## src/hdl/tmwf_pkg.sv

```systemverilog
// tmwf_pkg: shared types and constants of the trimmed mean window filter
// no dependencies; imported by every module of the block
`default_nettype none

package tmwf_pkg;

    // width of one sample and of one result
    localparam int SAMPLE_W = 32;

    // sequencer states of the top level
    typedef enum logic [2:0] {
        ST_IDLE,
        ST_SCAN,
        ST_TRIM,
        ST_START,
        ST_DIV
    } state_t;

    // accumulator control from the sequencer
    typedef struct packed {
        logic en;
        logic first;
    } acc_ctrl_t;

    // divider control and status
    typedef struct packed {
        logic start;
    } div_ctrl_t;

    typedef struct packed {
        logic busy;
    } div_stat_t;

endpackage

`default_nettype wire

```

## src/hdl/tmwf_cell.sv

```systemverilog
// tmwf_cell: one window cell, a sample register that loads from its neighbor
// depends on tmwf_pkg
`default_nettype none

module tmwf_cell
(
    input  wire logic                                clk,
    input  wire logic                                en,
    input  wire logic signed [tmwf_pkg::SAMPLE_W-1:0] d,
    output logic signed [tmwf_pkg::SAMPLE_W-1:0]      q
);
    import tmwf_pkg::*;

    logic signed [SAMPLE_W-1:0] q_reg;
    logic signed [SAMPLE_W-1:0] q_next;

    // hold unless the chain moves
    always_comb
    begin
        q_next = en ? d : q_reg;
    end

    always_ff @(posedge clk)
    begin
        q_reg <= q_next;
    end

    assign q = q_reg;

endmodule

`default_nettype wire

```

## src/hdl/tmwf_accum.sv

```systemverilog
// tmwf_accum: running sum, minimum and maximum over samples leaving the chain
// depends on tmwf_pkg
`default_nettype none

module tmwf_accum
#(
    parameter int SUM_W = 35
)
(
    input  wire logic                                clk,
    input  wire tmwf_pkg::acc_ctrl_t                 ctrl,
    input  wire logic signed [tmwf_pkg::SAMPLE_W-1:0] value,
    output logic signed [SUM_W-1:0]                  sum,
    output logic signed [tmwf_pkg::SAMPLE_W-1:0]      min_val,
    output logic signed [tmwf_pkg::SAMPLE_W-1:0]      max_val
);
    import tmwf_pkg::*;

    logic signed [SUM_W-1:0]    sum_reg, sum_next;
    logic signed [SAMPLE_W-1:0] min_reg, min_next;
    logic signed [SAMPLE_W-1:0] max_reg, max_next;
    logic signed [SUM_W-1:0]    value_ext;

    assign value_ext = SUM_W'(value);

    always_comb
    begin
        sum_next = sum_reg;
        min_next = min_reg;
        max_next = max_reg;
        if (ctrl.en)
        begin
            if (ctrl.first)
            begin
                sum_next = value_ext;
                min_next = value;
                max_next = value;
            end
            else
            begin
                sum_next = sum_reg + value_ext;
                if (value < min_reg)
                begin
                    min_next = value;
                end
                if (value > max_reg)
                begin
                    max_next = value;
                end
            end
        end
    end

    always_ff @(posedge clk)
    begin
        sum_reg <= sum_next;
        min_reg <= min_next;
        max_reg <= max_next;
    end

    assign sum     = sum_reg;
    assign min_val = min_reg;
    assign max_val = max_reg;

endmodule

`default_nettype wire

```

## src/hdl/tmwf_div.sv

```systemverilog
// tmwf_div: division by the constant WINDOW-2 as a reciprocal multiply, one 16-bit digit a cycle
// depends on tmwf_pkg; truncates toward zero
`default_nettype none

module tmwf_div
#(
    parameter int WINDOW = 8,
    parameter int SUM_W  = 35
)
(
    input  wire logic                           clk,
    input  wire logic                           rst_n,
    input  wire tmwf_pkg::div_ctrl_t            ctrl,
    input  wire logic signed [SUM_W-1:0]        dividend,
    output tmwf_pkg::div_stat_t                 stat,
    output logic signed [tmwf_pkg::SAMPLE_W-1:0] quotient
);
    import tmwf_pkg::*;

    // magnitude of a trimmed sum always fits one bit below the sum width
    localparam int MAG_W   = SUM_W - 1;
    localparam int DIVISOR = WINDOW - 2;
    localparam int SHIFT   = MAG_W + $clog2(DIVISOR);
    localparam int RECIP_W = MAG_W + 2;
    localparam int DIGIT_W = 16;
    localparam int STEPS   = (MAG_W + DIGIT_W - 1) / DIGIT_W;
    localparam int PAD_W   = STEPS * DIGIT_W;
    localparam int PROD_W  = PAD_W + RECIP_W;
    localparam int CNT_W   = $clog2(STEPS + 1);
    // floor(2^SHIFT / DIVISOR) + 1 gives the exact floor for any MAG_W-bit magnitude
    localparam logic [63:0] RECIP_VAL = ((64'd1 << SHIFT) / 64'(DIVISOR)) + 64'd1;
    localparam logic [RECIP_W-1:0] RECIP = RECIP_VAL[RECIP_W-1:0];

    logic [PAD_W-1:0]            mag_reg, mag_next;
    logic [PROD_W-1:0]           prod_reg, prod_next;
    logic                        neg_reg, neg_next;
    logic [CNT_W-1:0]            cnt_reg, cnt_next;
    logic                        busy_reg, busy_next;
    logic [MAG_W-1:0]            abs_dividend;
    logic [DIGIT_W-1:0]          digit;
    logic [RECIP_W+DIGIT_W-1:0]  partial;
    logic [SAMPLE_W-1:0]         mag;

    assign abs_dividend = MAG_W'(dividend[SUM_W-1] ? -dividend : dividend);

    // most significant digit first, one partial product a cycle
    assign digit   = mag_reg[PAD_W-1 -: DIGIT_W];
    assign partial = RECIP * digit;

    always_comb
    begin
        mag_next  = mag_reg;
        prod_next = prod_reg;
        neg_next  = neg_reg;
        cnt_next  = cnt_reg;
        busy_next = busy_reg;
        if (ctrl.start)
        begin
            neg_next  = dividend[SUM_W-1];
            mag_next  = PAD_W'(abs_dividend);
            prod_next = '0;
            cnt_next  = CNT_W'(STEPS);
            busy_next = 1'b1;
        end
        else if (busy_reg)
        begin
            prod_next = (prod_reg << DIGIT_W) + PROD_W'(partial);
            mag_next  = mag_reg << DIGIT_W;
            cnt_next  = cnt_reg - 1'b1;
            if (cnt_reg == CNT_W'(1))
            begin
                busy_next = 1'b0;
            end
        end
    end

    always_ff @(posedge clk or negedge rst_n)
    begin
        if (!rst_n)
        begin
            busy_reg <= 1'b0;
            cnt_reg  <= '0;
        end
        else
        begin
            busy_reg <= busy_next;
            cnt_reg  <= cnt_next;
        end
    end

    always_ff @(posedge clk)
    begin
        mag_reg  <= mag_next;
        prod_reg <= prod_next;
        neg_reg  <= neg_next;
    end

    // magnitude always fits in the sample width
    assign mag       = prod_reg[SHIFT +: SAMPLE_W];
    assign quotient  = neg_reg ? -mag : mag;
    assign stat.busy = busy_reg;

endmodule

`default_nettype wire

```

## src/hdl/trimmed_mean_window_filter.sv

```systemverilog
// trimmed_mean_window_filter: moving mean over a window with one min and one max dropped
// depends on tmwf_pkg, tmwf_cell, tmwf_accum, tmwf_div
//
// usage
//   input channel sample_valid / sample_stall / sample carries one signed 32-bit
//   sample per transaction; output channel average_valid / average_stall / average
//   carries one signed 32-bit trimmed mean per transaction
//   the first WINDOW-1 samples after reset only fill the window and give no result;
//   from the WINDOW-th sample on every sample gives exactly one result
//   while filling, a new sample is taken every cycle; once full, the next sample is
//   taken only after the previous one has gone through one pass of the cell chain,
//   trim, divider start, the reciprocal multiply, output load and the return to
//   idle; the multiply works over DIV_STEPS = ceil((SUM_W - 1) / 16) digits of
//   16 bits, where SUM_W = 32 + clog2(WINDOW)
//   once the window is full, sample_stall is high from an input transaction until
//   its result is in the output register
//   a result waiting under average_stall holds the output register; the next
//   sample is still taken and worked on, and its result waits in the divider
//   reset clears the fill count, the sequencer and the output valid; the window
//   contents are only read once refilled
`default_nettype none

module trimmed_mean_window_filter
#(
    parameter int WINDOW = 8
)
(
    input  wire logic                                clk,
    input  wire logic                                rst_n,
    input  wire logic                                sample_valid,
    output logic                                     sample_stall,
    input  wire logic signed [tmwf_pkg::SAMPLE_W-1:0] sample,
    output logic                                     average_valid,
    input  wire logic                                average_stall,
    output logic signed [tmwf_pkg::SAMPLE_W-1:0]      average
);
    import tmwf_pkg::*;

    localparam int CNT_W  = $clog2(WINDOW);
    localparam int FILL_W = $clog2(WINDOW + 1);
    localparam int SUM_W  = SAMPLE_W + CNT_W;

    // sequencer
    state_t           state_reg, state_next;
    logic [CNT_W-1:0] scan_reg, scan_next;
    logic [FILL_W-1:0] fill_reg, fill_next;

    logic accept;
    logic full_now;
    logic chain_en;
    logic scanning;
    logic out_free;
    logic out_load;

    // cell chain
    logic signed [SAMPLE_W-1:0] cell_q [WINDOW];
    logic signed [SAMPLE_W-1:0] cell_d [WINDOW];

    // accumulator and divider
    acc_ctrl_t               acc_ctrl;
    div_ctrl_t               div_ctrl;
    div_stat_t               div_stat;
    logic signed [SUM_W-1:0] acc_sum;
    logic signed [SAMPLE_W-1:0] acc_min;
    logic signed [SAMPLE_W-1:0] acc_max;
    logic signed [SUM_W-1:0] trim_reg, trim_next;
    logic signed [SAMPLE_W-1:0] quotient;

    // output register
    logic                       avg_valid_reg, avg_valid_next;
    logic signed [SAMPLE_W-1:0] avg_reg, avg_next;

    assign accept   = sample_valid && !sample_stall;
    // this sample completes the window (or it was already full)
    assign full_now = (fill_reg >= FILL_W'(WINDOW - 1));
    assign scanning = (state_reg == ST_SCAN);
    // the chain shifts a new sample in, or rotates once around while scanning
    assign chain_en = accept || scanning;
    assign out_free = !avg_valid_reg || !average_stall;

    // new sample enters at cell 0; while scanning the last cell wraps to cell 0
    always_comb
    begin
        cell_d[0] = scanning ? cell_q[WINDOW-1] : sample;
        for (int i = 1; i < WINDOW; i++)
        begin
            cell_d[i] = cell_q[i-1];
        end
    end

    for (genvar g = 0; g < WINDOW; g++)
    begin : g_cell
        tmwf_cell u_cell
        (
            .clk (clk),
            .en  (chain_en),
            .d   (cell_d[g]),
            .q   (cell_q[g])
        );
    end

    // the value leaving the last cell feeds the accumulator each scan cycle
    assign acc_ctrl.en    = scanning;
    assign acc_ctrl.first = (scan_reg == '0);

    tmwf_accum #(.SUM_W(SUM_W)) u_accum
    (
        .clk     (clk),
        .ctrl    (acc_ctrl),
        .value   (cell_q[WINDOW-1]),
        .sum     (acc_sum),
        .min_val (acc_min),
        .max_val (acc_max)
    );

    assign div_ctrl.start = (state_reg == ST_START);

    tmwf_div #(.WINDOW(WINDOW), .SUM_W(SUM_W)) u_div
    (
        .clk      (clk),
        .rst_n    (rst_n),
        .ctrl     (div_ctrl),
        .dividend (trim_reg),
        .stat     (div_stat),
        .quotient (quotient)
    );

    // next state and control
    always_comb
    begin
        state_next   = state_reg;
        scan_next    = scan_reg;
        fill_next    = fill_reg;
        trim_next    = trim_reg;
        out_load     = 1'b0;
        sample_stall = 1'b1;
        case (state_reg)
            ST_IDLE:
            begin
                // input is open here, so valid alone completes a transaction
                sample_stall = 1'b0;
                if (sample_valid)
                begin
                    if (fill_reg != FILL_W'(WINDOW))
                    begin
                        fill_next = fill_reg + 1'b1;
                    end
                    if (full_now)
                    begin
                        state_next = ST_SCAN;
                        scan_next  = '0;
                    end
                end
            end
            ST_SCAN:
            begin
                scan_next = scan_reg + 1'b1;
                if (scan_reg == CNT_W'(WINDOW - 1))
                begin
                    state_next = ST_TRIM;
                end
            end
            ST_TRIM:
            begin
                // drop one minimum and one maximum
                trim_next  = acc_sum - SUM_W'(acc_min) - SUM_W'(acc_max);
                state_next = ST_START;
            end
            ST_START:
            begin
                state_next = ST_DIV;
            end
            ST_DIV:
            begin
                if (!div_stat.busy && out_free)
                begin
                    out_load   = 1'b1;
                    state_next = ST_IDLE;
                end
            end
            default:
            begin
                state_next = ST_IDLE;
            end
        endcase
    end

    // output register, reloadable in the cycle its transaction completes
    always_comb
    begin
        avg_valid_next = avg_valid_reg;
        avg_next       = avg_reg;
        if (out_load)
        begin
            avg_valid_next = 1'b1;
            avg_next       = quotient;
        end
        else if (!average_stall)
        begin
            avg_valid_next = 1'b0;
        end
    end

    always_ff @(posedge clk or negedge rst_n)
    begin
        if (!rst_n)
        begin
            state_reg     <= ST_IDLE;
            scan_reg      <= '0;
            fill_reg      <= '0;
            avg_valid_reg <= 1'b0;
        end
        else
        begin
            state_reg     <= state_next;
            scan_reg      <= scan_next;
            fill_reg      <= fill_next;
            avg_valid_reg <= avg_valid_next;
        end
    end

    always_ff @(posedge clk)
    begin
        trim_reg <= trim_next;
        avg_reg  <= avg_next;
    end

    assign average_valid = avg_valid_reg;
    assign average       = avg_reg;

endmodule

`default_nettype wire

```

## config.mk

```make
export PLATFORM = sky130hd
export DESIGN_NAME = trimmed_mean_window_filter
export DESIGN_NICKNAME = d
export VERILOG_FILES = /design/src/hdl/tmwf_pkg.sv /design/src/hdl/tmwf_cell.sv /design/src/hdl/tmwf_accum.sv /design/src/hdl/tmwf_div.sv /design/src/hdl/trimmed_mean_window_filter.sv
export SDC_FILE = /design/constraint.sdc
export NUM_CORES = 1
export LEC_CHECK = 0
export BUFFER_PORTS_ARGS = -buffer_cell sky130_fd_sc_hd__buf_2
export CORE_ASPECT_RATIO = 0.6
export CORE_MARGIN = 2
export CORE_UTILIZATION = 61
export CTS_CLUSTER_SIZE = 16
export DETAILED_ROUTE_END_ITERATION = 8
export PLACE_DENSITY_LB_ADDON = 0.3
export SLEW_MARGIN = 20
export SYNTH_ARGS = -nofsm -noshare
export SYNTH_HDL_FRONTEND = slang
export SYNTH_HIERARCHICAL = 1
export SYNTH_SLANG_ARGS = --single-unit
```

## constraint.sdc

```tcl
create_clock -name clk -period 22 [get_ports clk]
set_input_delay 2.2 -clock clk [delete_from_list [all_inputs] [get_ports clk]]
set_output_delay 2.2 -clock clk [all_outputs]
set_load 0.02 [all_outputs]
```

==> flow_summary.toml <==
[setup_path]
end_kind = "register"
critical_path.max_stage_delay_ns = 0.67
cp.required_ns = 22.51
cp-start-kind = "register"
cp_num_buf_inv = 4
critPathArrivalTime_ns = 9.85
cpMostUsedCell = "fa_1"
path_max_fanout = 8
slowest_stage = "fa_1"
critPathTopFamily = "compound AO/OA/AOI/OAI gates"
worstSetupPathType = "reg2reg"
r2r_slack_ns = 12.66

[cells_and_area]
n_fill_cell = 3950
drive_gt1_share_pct = 8.38
regArea_mm2 = 0.0157
diodes = 0
nets = 3410
stdcell_count = 3708
multiInputGateArea_mm2 = 0.0160
area_delta_synth_final_pct = 8.36
largest_reg_flops = 256

[die]
die-area_mm2 = 0.0563
core.rowCount = 66
core_area_mm2 = 0.0539
die_y_um = 185
die_w_um = 305
pin_count = 70
start_util_pct = 61.5

[clock_network]
cts_setup_buffers = 0
numCtsBuffers = 52
cts_tree = "done"
ctsHoldBuffers = 0
root_buffer = "clkbuf_16"
cts.clk_slew.worst_paths_ns = 0.06
clk_latency_ns = 0.60
clock_path_buffers = 3
cts_resized = 0
htreeDepth = 2
clock-sinks = 553

[synth]
yosys.cell_count.top_type = "edfxtp_1"
synth-edff-count = 457
synthCells = 2903
yosysTopAreaCell = "edfxtp_1"
ys_seq_area_share_pct = 47.4
yosys_warnings = 6
ys.flop_type = "edfxtp_1"
ys_top_cells_by_area = "edfxtp_1 (41%), ha_1 (11%), fa_1 (7.1%)"
syn_nets = 3358
netlist-cell-type-count = 95
synth.avg_cell_area_um2 = 11.4
synthArstFlopShare_pct = 2.53
synth_common_cells = "edfxtp_1 (457), inv_1 (312), ha_1 (302)"
synth_top_area_share_pct = 41.4
synth-seq-cells = 553
syn_area_mm2 = 0.0332

[timing]
setup-tns-final_ns = 0
fmax_mhz = 107
fin_skew_ns = 0.0198
worst_hold_slack_ns = 0.410
slew_violations = 0
final.period_utilization_pct = 42.4
setup_viol = 0
hold_violations = 0
rsz0062_at_grt = "false"
fin_crit_ns = 9.34
slew_headroom_pct = 30.4
max_slew.worst_pin.slew_ns = 1.04

[global_routing]
antenna_found_initial = 2
grt_pass1_vias = 22500
grtUsageTotal_pct = 28.3
grt_max_degree = 88
grt-ovfl-total = 0
grt_pass1_wl_mm = 124

[drt]
ant_nets = 0
vias_per_cell = 6.13
post_drt_wl_per_cell_um = 21.0
drc_errors = 0
dr.pass1.iters = 6
routed_wl_mm = 77.7
num_vias = 22700
drtIter0Drc = 2332

[place]
io_buffers = 69
dpl.cell_count = 3615
dpl.hpwl_mm = 58.8
routabilityCongestion = 0.937

[worst_hold_path]
min_path_type = "reg2reg"

[job]
cap_viol_max_count = 0

[outcome]
status = "finished, final reports clean"
per-stage QoR:
stage / setup slack, ns / instance area [µm²] / utilization, %
5_1_grt: 11.96 / 36000 / 66.7
6_report: 12.66 / 36000 / 66.7
3_5_place_dp: 12.83 / 34200 / 63.5
4_1_cts: 12.81 / 36000 / 66.7
3_3_place_gp: 13.02 / 34200 / 63.5
2_1_floorplan: 14.04 / 33200 / -
cells by family (layout without fill, tap and decap cells):
logic type	after synthesis	in the layout	synth area share [%]
multiplexers	84	84	2.68
adder cells (fa/ha/maj)	419	419	18.4
XOR/XNOR	194	194	5.12
flip-flops	553	553	47.4
AND/OR/NAND/NOR	605	605	8.93
buffers and inverters	404	495	4.67
AO/OA/AOI/OAI	644	644	12.8
metal layers:
layer | GRT usage (%) | up-vias | share of wire (%) | wire [µm]
met2 | 38.8 | 844 | 39 | 30400
met3 | 5.75 | 92 | 8.9 | 6920
met5 | 0 | - | 0.013 | 10
met4 | 4.75 | 2 | 1.2 | 968
met1 | 46.1 | 11200 | 51 | 39400
li1 | - | 10600 | - | -
layout make-up:
cell class	instances	share of cell area, %
flip-flops and latches	553	43.7
well taps	714	2.48
multi-input cells	1946	44.4
repair buffers	89	1.38
inverters	313	3.27
clock inverters	25	0.912
clock buffers	68	3.84
worst paths after layout:
| kind | start | to | cells after the start |
|---|---|---|---|
| max | u_div/mag_reg[33] | u_div/prod_reg[55] | 27 |
| min | g_cell[6].u_cell/q[14] | g_cell[7].u_cell/q[14] | 0 |
| max reg2reg | u_div/mag_reg[33] | u_div/prod_reg[55] | 27 |
| min reg2reg | g_cell[6].u_cell/q[14] | g_cell[7].u_cell/q[14] | 0 |
| max in group asynchronous | rst_n | u_div/stat | 1 |
| min in group asynchronous | rst_n | scan_reg[2] | 1 |
worst register-to-register path, stage by stage (launching register included):
cell	delay, ns
edfxtp_1	0.43
ha_1	0.35
inv_1	0.12
fa_1	0.54
fa_1	0.67
inv_1	0.12
fa_1	0.54
fa_1	0.56
inv_1	0.06
fa_1	0.54
inv_1	0.05
ha_1	0.34
a21oi_1	0.24
o21ai_0	0.12
a211oi_1	0.39
o211ai_1	0.23
o21ai_1	0.49
o21ai_1	0.40
xor2_1	0.26
ha_1	0.44
a21oi_1	0.28
o21ai_0	0.14
a211o_1	0.24
a31o_2	0.27
a31oi_1	0.67
a211oi_1	0.30
xnor2_1	0.21
a211oi_1	0.24
cell usage in the layout, fill, tap and decap left out, types with 30 or more instances in the layout:
cell,synthesis,routed
edfxtp_1,457,457
inv_1,312,312
ha_1,302,302
nor2_1,170,169
a21oi_1,166,166
nand2_1,163,163
o21ai_0,147,147
xnor2_1,121,121
fa_1,117,117
a21o_1,98,98
dfxtp_1,82,82
xor2_1,73,73
buf_2,4,69
clkbuf_16,0,52
nand4_1,47,47
mux2i_1,45,45
mux2_2,39,39
nand3_1,35,35
nor3_1,34,34
o31ai_1,31,30
Power is not shown: default switching activity piles up to over one toggle a cycle in this logic, so the estimate is an artifact.
